## src/sv/hmp_pkg.sv

```systemverilog
package hmp_pkg;

    typedef enum logic [2:0] {
        ST_DATA,
        ST_MARK,
        ST_ZERO,
        ST_LEN_HI,
        ST_LEN
    } state_t;

    typedef enum logic [1:0] {
        SEL_MARK,
        SEL_ZERO,
        SEL_LEN
    } sel_t;

    typedef struct packed {
        logic take_item;
        logic load_word;
        sel_t word_sel;
    } cmd_t;

    typedef struct packed {
        logic out_free;
        logic at_stop;
        logic wide;
    } status_t;

    localparam logic [1:0] MODE_MD5     = 2'd0;
    localparam logic [7:0] PAD_MARK     = 8'h80;
    localparam logic [3:0] STOP_IDX_64  = 4'd7;
    localparam logic [3:0] STOP_IDX_128 = 4'd14;

endpackage

```

## src/sv/hmp_datapath.sv

```systemverilog
module hmp_datapath #(
    parameter int COUNT_BITS = 61
) (
    input  logic              clk,
    input  logic              rst_n,
    input  logic              cfg_write,
    input  logic [1:0]        hash_mode,
    input  logic [7:0]        data_byte,
    input  logic              byte_valid,
    input  hmp_pkg::cmd_t     cmd,
    output hmp_pkg::status_t  status,
    input  logic              out_stall,
    output logic              out_valid,
    output logic [63:0]       out_word,
    output logic              block_end,
    output logic              message_end
);

    logic [1:0]            mode_reg;
    logic [COUNT_BITS-1:0] count_reg, count_next;
    logic [55:0]           partial_reg, partial_next;
    logic [3:0]            widx_reg, widx_next;
    logic                  valid_reg, valid_next;
    logic [63:0]           word_reg, word_next;
    logic                  block_end_reg, block_end_next;
    logic                  message_end_reg, message_end_next;

    logic                  wide;
    logic                  md5;
    logic [COUNT_BITS-1:0] cnt_inc;
    logic [63:0]           data_word;
    logic                  data_full;
    logic                  data_blk_end;
    logic [63:0]           mark_word;
    logic [63:0]           bits;
    logic [63:0]           bits_swap;
    logic [63:0]           len_word;
    logic [63:0]           pad_word;
    logic [3:0]            cur_idx;
    logic [3:0]            idx_inc;
    logic [3:0]            idx_wrap;

    assign wide         = mode_reg[1];
    assign md5          = (mode_reg == hmp_pkg::MODE_MD5);
    assign cnt_inc      = count_reg + 1'b1;
    assign data_word    = {partial_reg, data_byte};
    assign data_full    = (cnt_inc[2:0] == 3'b000);
    assign data_blk_end = wide ? (cnt_inc[6:0] == 7'd0) : (cnt_inc[5:0] == 6'd0);
    assign mark_word    = {partial_reg, hmp_pkg::PAD_MARK} << {~count_reg[2:0], 3'b000};
    assign bits         = 64'({count_reg, 3'b000});

    // md5 length goes out little-endian
    always_comb
    begin
        for (int i = 0; i < 8; i++)
        begin
            bits_swap[63 - 8 * i -: 8] = bits[8 * i +: 8];
        end
    end

    assign len_word = md5 ? bits_swap : bits;
    assign cur_idx  = (cmd.word_sel == hmp_pkg::SEL_MARK) ? count_reg[6:3] : widx_reg;
    assign idx_inc  = cur_idx + 4'd1;
    assign idx_wrap = wide ? idx_inc : {1'b0, idx_inc[2:0]};

    always_comb
    begin
        unique case (cmd.word_sel)
            hmp_pkg::SEL_MARK: pad_word = mark_word;
            hmp_pkg::SEL_LEN:  pad_word = len_word;
            default:           pad_word = '0;
        endcase
    end

    always_comb
    begin
        count_next       = count_reg;
        partial_next     = partial_reg;
        widx_next        = widx_reg;
        valid_next       = valid_reg;
        word_next        = word_reg;
        block_end_next   = block_end_reg;
        message_end_next = message_end_reg;

        if (valid_reg && !out_stall)
        begin
            valid_next = 1'b0;
        end

        if (cmd.take_item && byte_valid)
        begin
            count_next = cnt_inc;
            if (data_full)
            begin
                partial_next     = '0;
                valid_next       = 1'b1;
                word_next        = data_word;
                block_end_next   = data_blk_end;
                message_end_next = 1'b0;
            end
            else
            begin
                partial_next = data_word[55:0];
            end
        end
        else if (cmd.load_word)
        begin
            valid_next       = 1'b1;
            word_next        = pad_word;
            block_end_next   = (idx_wrap == 4'd0);
            message_end_next = (cmd.word_sel == hmp_pkg::SEL_LEN);
            widx_next        = idx_wrap;
            if (cmd.word_sel == hmp_pkg::SEL_MARK)
            begin
                partial_next = '0;
            end
            if (cmd.word_sel == hmp_pkg::SEL_LEN)
            begin
                count_next = '0;
            end
        end
    end

    always_ff @(posedge clk or negedge rst_n)
    begin
        if (!rst_n)
        begin
            mode_reg    <= hmp_pkg::MODE_MD5;
            count_reg   <= '0;
            partial_reg <= '0;
            widx_reg    <= '0;
            valid_reg   <= 1'b0;
        end
        else
        begin
            if (cfg_write)
            begin
                mode_reg <= hash_mode;
            end
            count_reg   <= count_next;
            partial_reg <= partial_next;
            widx_reg    <= widx_next;
            valid_reg   <= valid_next;
        end
    end

    always_ff @(posedge clk)
    begin
        word_reg        <= word_next;
        block_end_reg   <= block_end_next;
        message_end_reg <= message_end_next;
    end

    assign status.out_free = !valid_reg || !out_stall;
    assign status.at_stop  = (widx_reg == (wide ? hmp_pkg::STOP_IDX_128
                                                : hmp_pkg::STOP_IDX_64));
    assign status.wide     = wide;

    assign out_valid   = valid_reg;
    assign out_word    = word_reg;
    assign block_end   = block_end_reg;
    assign message_end = message_end_reg;

endmodule

```

## src/sv/hmp_ctrl.sv

```systemverilog
module hmp_ctrl (
    input  logic              clk,
    input  logic              rst_n,
    input  logic              in_valid,
    input  logic              end_of_message,
    output logic              in_stall,
    input  hmp_pkg::status_t  status,
    output hmp_pkg::cmd_t     cmd
);

    hmp_pkg::state_t state_reg, state_next;

    always_ff @(posedge clk or negedge rst_n)
    begin
        if (!rst_n)
        begin
            state_reg <= hmp_pkg::ST_DATA;
        end
        else
        begin
            state_reg <= state_next;
        end
    end

    always_comb
    begin
        state_next    = state_reg;
        in_stall      = 1'b1;
        cmd.take_item = 1'b0;
        cmd.load_word = 1'b0;
        cmd.word_sel  = hmp_pkg::SEL_ZERO;

        unique case (state_reg)
            hmp_pkg::ST_DATA:
            begin
                in_stall = !status.out_free;
                if (in_valid && status.out_free)
                begin
                    cmd.take_item = 1'b1;
                    if (end_of_message)
                    begin
                        state_next = hmp_pkg::ST_MARK;
                    end
                end
            end
            hmp_pkg::ST_MARK:
            begin
                cmd.word_sel = hmp_pkg::SEL_MARK;
                if (status.out_free)
                begin
                    cmd.load_word = 1'b1;
                    state_next    = hmp_pkg::ST_ZERO;
                end
            end
            hmp_pkg::ST_ZERO:
            begin
                if (status.at_stop)
                begin
                    state_next = status.wide ? hmp_pkg::ST_LEN_HI : hmp_pkg::ST_LEN;
                end
                else if (status.out_free)
                begin
                    cmd.load_word = 1'b1;
                end
            end
            hmp_pkg::ST_LEN_HI:
            begin
                // upper half of the 128-bit length is zero
                if (status.out_free)
                begin
                    cmd.load_word = 1'b1;
                    state_next    = hmp_pkg::ST_LEN;
                end
            end
            hmp_pkg::ST_LEN:
            begin
                cmd.word_sel = hmp_pkg::SEL_LEN;
                if (status.out_free)
                begin
                    cmd.load_word = 1'b1;
                    state_next    = hmp_pkg::ST_DATA;
                end
            end
            default:
            begin
                state_next = hmp_pkg::ST_DATA;
            end
        endcase
    end

endmodule

```

## src/sv/hash_message_padder_core.sv

```systemverilog
// Merkle-Damgard message padder for MD5, SHA-256 and SHA-512.
// Input channel (in_valid / in_stall): one request per message byte with
// byte_valid and end_of_message; end_of_message with byte_valid low closes
// the message without a byte, byte_valid low without it is a no-op.
// Output channel (out_valid / out_stall): 64-bit words, earliest byte in
// bits 63:56, block_end on the last word of each block, message_end on the
// last word of the padded message.
// Config channel (cfg_valid / cfg_ready): writes hash_mode, 0 md5, 1 sha-256,
// 2 or 3 sha-512; write only while no message is in flight.
// Throughput: one byte per cycle while the output register is free; a data
// word is registered and appears in the cycle after its eighth byte is accepted.
// Padding: after the closing request the input stalls while the controller
// emits 2 to 18 words, one per cycle while the output register is free, plus
// a step with no word before the length words; the output register is the
// only buffer. A stalled output holds its word and also stalls the input.
// Reset: mode md5, byte count and partial word cleared, output empty.
module hash_message_padder_core #(
    parameter int COUNT_BITS = 61
) (
    input  logic        clk,
    input  logic        rst_n,
    input  logic        cfg_valid,
    output logic        cfg_ready,
    input  logic [1:0]  hash_mode,
    input  logic        in_valid,
    output logic        in_stall,
    input  logic [7:0]  data_byte,
    input  logic        byte_valid,
    input  logic        end_of_message,
    output logic        out_valid,
    input  logic        out_stall,
    output logic [63:0] out_word,
    output logic        block_end,
    output logic        message_end
);

    hmp_pkg::cmd_t    cmd;
    hmp_pkg::status_t status;

    assign cfg_ready = 1'b1;

    hmp_ctrl u_ctrl (
        .clk            (clk),
        .rst_n          (rst_n),
        .in_valid       (in_valid),
        .end_of_message (end_of_message),
        .in_stall       (in_stall),
        .status         (status),
        .cmd            (cmd)
    );

    hmp_datapath #(
        .COUNT_BITS (COUNT_BITS)
    ) u_datapath (
        .clk         (clk),
        .rst_n       (rst_n),
        .cfg_write   (cfg_valid && cfg_ready),
        .hash_mode   (hash_mode),
        .data_byte   (data_byte),
        .byte_valid  (byte_valid),
        .cmd         (cmd),
        .status      (status),
        .out_stall   (out_stall),
        .out_valid   (out_valid),
        .out_word    (out_word),
        .block_end   (block_end),
        .message_end (message_end)
    );

endmodule

```

## config.mk

```make
export PLATFORM = sky130hd
export DESIGN_NAME = hash_message_padder_core
export DESIGN_NICKNAME = d
export VERILOG_FILES = /design/src/sv/hmp_pkg.sv /design/src/sv/hmp_datapath.sv /design/src/sv/hmp_ctrl.sv /design/src/sv/hash_message_padder_core.sv
export SDC_FILE = /design/constraint.sdc
export NUM_CORES = 1
export LEC_CHECK = 0
export ABC_AREA = 1
export BUFFER_PORTS_ARGS = -buffer_cell sky130_fd_sc_hd__buf_2
export CAP_MARGIN = 5
export CORE_ASPECT_RATIO = 1.5
export CORE_MARGIN = 5
export CORE_UTILIZATION = 55
export CTS_CLUSTER_SIZE = 25
export DETAILED_ROUTE_END_ITERATION = 8
export PLACE_DENSITY_LB_ADDON = 0.12
export REMOVE_ABC_BUFFERS = 1
export SLEW_MARGIN = 20
export SYNTH_ARGS = -nofsm -noshare
export SYNTH_HDL_FRONTEND = slang
export SYNTH_HIERARCHICAL = 1
export SYNTH_SLANG_ARGS = --single-unit
```

## constraint.sdc

```tcl
create_clock -name clk -period 5.9 [get_ports clk]
set_input_delay 0 -clock clk [delete_from_list [all_inputs] [get_ports clk]]
set_output_delay 0 -clock clk [all_outputs]
set_load 0.05 [all_outputs]
```

Yosys cells after proc, flatten, opt, wreduce, memory -nomap -nowiden
Cells that the tools add are included.
{ "totals": {"ff_bits": 193, "in_bits": 17, "out_inout_bits": 69} }
{ "classes": {"add_sub_neg": 2, "eq_ne": 13, "shifts": 1, "muxes": 41, "bitwise": 2, "reduce_logical": 23} }
{ "ops": {"columns": ["cell", "n"], "rows": [
  ["$mux 64", 4],
  ["$mux 56", 4],
  ["$mux 61", 3],
  ["$pmux 64 s2", 1],
  ["$shl 64x6->64", 1],
  ["$add 61x1->61 const B", 1],
  ["$mux 3", 7],
  ["$mux 1", 16],
  ["$pmux 3 s5", 1],
  ["$mux 4", 3],
  ["$ne 2x1->1 const B", 5],
  ["$reduce_and 2->1", 4],
  ["$logic_not 7->1", 1],
  ["$eq 3x2->1 const B", 2],
  ["$logic_not 3->1", 2],
  ["$logic_not 6->1", 1],
  ["$reduce_and 6->1", 1],
  ["$reduce_bool 2->1", 3],
  ["$add 4x1->4 const B", 1],
  ["$eq 4x4->1", 1],
  ["$logic_not 2->1", 2],
  ["$logic_not 4->1", 1],
  ["$ne 2x2->1 const B", 2],
  ["$pmux 2 s2", 1],
  ["10 further kinds", 14]
]} }

Longest topological paths before layout
{ "depth": {"depth_word": 9, "depth_mapped": 15, "mapped_depth_nobuf": 14} }

By module
Netlist, hierarchy kept.
{ "by_module_without_submodules": {"columns": ["mod", "n_inst", "cells_per_inst", "area_each_um2", "seq_area_each_um2"], "rows": [
  ["hmp_datapath", 1, 1620, 11517.3, 5084.9],
  ["hmp_ctrl", 1, 46, 271.5, 75.1],
  ["hash_message_padder_core", 1, 2, 11.3, 0.0]
]} }

Worst setup path after synthesis
OpenSTA, ideal clock, no wires.
{ "synth_path": {"kind": "register to register", "startpoint": "reg u_datapath.valid_reg, in the netlist u_datapath/out_valid", "endpoint": "reg u_datapath.block_end_reg, in the netlist u_datapath/block_end (enable)", "setup_ns": 0.426, "arrival_time_ns": 3.401, "required_time_ns": 5.474, "path_slack_ns": 2.073, "path_stages_with_launch": 9, "path_cell_list": "dfrtp_1 > nand2_1 > nand3_1 > nor2_1 > nand2_1 > inv_1 > buf_2 > nand2_1 > nand2_1"} }
{ "synth_rtl": {"columns": ["item", "line", "text"], "rows": [
  ["from (decl)", "hmp_datapath.sv:23", "logic valid_reg, valid_next;"],
  ["from (signal assigned)", "hmp_datapath.sv:143", "valid_reg <= valid_next;"],
  ["to (signal assigned)", "hmp_datapath.sv:150", "block_end_reg <= block_end_next;"],
  ["to (decl)", "hmp_datapath.sv:25", "logic block_end_reg, block_end_next;"]
]} }

==> reports/qor.yml <==
status: "completed"
coreArea_sq_mm: 0.0211
number_of_global_route_vias_before_repair: 11400
kind_of_path_behind_the_tightest_hold_check: "in -> reg"
areaGrowthSynthToFinish_pct: 10.8
wl_per_cell_microns: 20.6
postSynth.topFlopCell: "dfrtp_1"
cts_setup_buffers: 0
numCtsBuffers: 17
cts_hold_repair.buffers: 15
final_period_minus_worst_setup_slack_ps: 3480
critical_path.reg2reg.endpoint: "u_datapath/out_word[14]$_DFFE_PP_"
grt.overflow.total: 0
rsz0062_at_grt: "no"
critical_path.max_fanout: 37
totalNegativeSetupSlack_ps: 0
setup_viol: 0
vdd.ir_drop.worst_mv: 0.293
io-pin-count: 86
fin_nets: 1740
syn_area_per_cell_sq_um: 7.07
number_of_antenna_violations_at_the_first_check_in_global_routing: 0
numClockSinks: 193
tightest_slew_ps: 1070
timing.hold.worst_endpoint: "u_ctrl/state_reg[2]$_DFFE_PN0P_"
max_freq_ghz: 0.287
grt_first_pass_wirelength_microns: 63900
vias: 12100
port-buffer-count: 84
pwr_density_cell_mw_per_mm2: 535
synth_async_sr_flop_share_pct: 65.8
cp_data_required_time_ps: 6000
max_slew_margin_pct: 28.3
hold_ws_ps: 58.2
largest_register_ffs: 64
grt_max_degree: 107
route.antenna.remaining_nets: 0
postSynthCellCount: 1668
max_cap_violations: 0
cp-end-kind: "flop"
leakage_power_nw: 5.91
initial_core_util_pct: 56.0
crit_path_max_incr_delay_ps: 810
path_class: "reg -> reg"
total_global_routing_track_utilization_pct: 33.8
reg2regPathDepth: 8
cp_slowest_cell: "nand2_2"
arrival_ps: 3580
crit_chain: "nor2_1 > nand3_1 > nor2_1 > nand2_2 > inv_2 > nand2_1 > nand2_2 > buf_4"
post_cts_repair_resize_count: 0
final_cell_mix: "nand2_1, o21ai_0, inv_1, nor2_1, dfrtp_1"
cts.root.buffer_cell: "clkbuf_16"
wirelength_microns: 41100
cts.htree.levels: 4
post_drt_via_cell_ratio: 6.06
drive_above_1_share_pct: 9.71
clock_latency_of_the_later_clocked_register_in_the_worst_skew_pair_ps: 440
hold_viol_final: 0
drt_pre_antenna_iters: 8
synth_edf_count: 66
critPathLaunchType: "flop"
rows: 65
drc_errors: 0
clk_transition_reported_paths_ps: 70
min_from: "end_of_message"
final.setup.worst_slack_ps: 2420
worst_hold_path.num_cells: 6
cts_tree: "done"
die_height_microns: 189
worst_path_dominant_cell_family: "simple AND/OR/NAND/NOR gates"
ctsLongestPathBuffers: 2
place_hpwl_microns: 28400
final.period_utilization_pct: 59.0
synth_warnings: 6
routability_congestion: 1.02
detailedPlace.worstSlack_ps: 2410
synth.yosys.seq_area_share_pct: 43.7
initialDrtViolationCount: 1691
yosys_register_bits: 193
critical_path_buf_inv_count: 2
die_w_microns: 130
layout_commonest_cell: "nand2_1"
die-area_sq_mm: 0.0245
yosys.cell_types.count: 41
rr_startpoint: "u_ctrl/state_reg[0]$_DFFE_PN0P_"
netlist_area_sq_mm: 0.0118
ff2ff_setup_slack_ps: 2420
slew_viols_final: 0
finalClockSkew_ps: 8.07
==> report_power, final <==
group | internal, mW | switching (mW)
clock | 0.667 | 0.533
sequential | 2.03 | 0.350
combinational | 0.747 | 2.67
==> layer usage <==
layer / wire length (microns) / up-vias / part of all wire (%) / GRT usage (%)
met4: 2530 / 0 / 6.1 / 18.7
met5: 0 / - / 0 / 0
li1: - / 5604 / - / -
met1: 15600 / 5655 / 38 / 44.4
met3: 3930 / 155 / 9.6 / 6.01
met2: 19100 / 711 / 46 / 52.7
==> area by class of cell <==
type                    count  area [sq um]
diodes                      1          2.50
clock buffers              19           433
clock inverters            13           163
fillers                  1971          7990
inverters                 167           627
multi-input cells        1228          5690
flip-flops and latches    193          5160
well taps                 268           335
repair buffers            111           667
==> metrics by stage <==
| stage | cell area, sq um | util, % | power, mW | std cells |
|---|---|---|---|---|
| 2_1_floorplan | 11500 | - | 4.70 | 1588 |
| 3_3_place_gp | 12300 | 58.5 | 5.70 | 1952 |
| 3_5_place_dp | 12300 | 58.5 | 5.74 | 1952 |
| 4_1_cts | 13100 | 62.0 | 6.96 | 1999 |
| 5_1_grt | 13100 | 62.1 | 7.36 | 1999 |
| 6_report | 13100 | 62.1 | 7.00 | 2000 |
==> worst min-delay path, cell delays in order <==
cell	delay, ps
buf_2	80
nand3b_1	110
nand2_1	60
inv_2	80
nand3_1	80
nand2_1	60
==> logic make-up after synthesis <==
family | count (synthesis) | synth area share, %
AOI/OAI and AO/OA | 362 | 16.6
DFF | 193 | 43.7
other | 1 | 0.0318
buffers and inverters | 247 | 8.23
muxes | 2 | 0.180
xor gates and xnor gates | 5 | 0.371
and+or+nand+nor | 853 | 30.3
adders and majority gates | 5 | 0.530
==> worst max-delay path by stage <==
stage,to,cells after the start,slack [ps],startpoint
final,u_datapath/out_word[14]$_DFFE_PP_,8,2420,u_ctrl/state_reg[0]$_DFFE_PN0P_
after global routing,u_datapath/out_word[14]$_DFFE_PP_,8,2220,u_ctrl/state_reg[0]$_DFFE_PN0P_
after CTS,u_datapath/out_word[22]$_DFFE_PP_,8,2410,u_ctrl/state_reg[0]$_DFFE_PN0P_
after detailed placement,u_datapath/out_word[6]$_DFFE_PP_,8,2410,u_ctrl/state_reg[0]$_DFFE_PN0P_
after global placement,u_datapath/out_word[35]$_DFFE_PP_,8,2570,u_ctrl/state_reg[0]$_DFFE_PN0P_
after floorplan,u_datapath/block_end$_DFFE_PP_,7,-520,u_datapath/out_valid$_DFF_PN0_
==> synth_stat cells, drive strengths merged, types with 15 or more instances <==
library cell	n	area, sq um
buf	34	171
nor2	172	739
nand4	15	93.8
o211ai	26	195
dfrtp	127	3180
o21ai	223	1120
inv	165	619
a21oi	55	275
nand3	118	616
nand2	532	2030
o22ai	49	307
edfxtp	66	1980
clkbuf	46	173
Power figures use the tool's default switching activity.
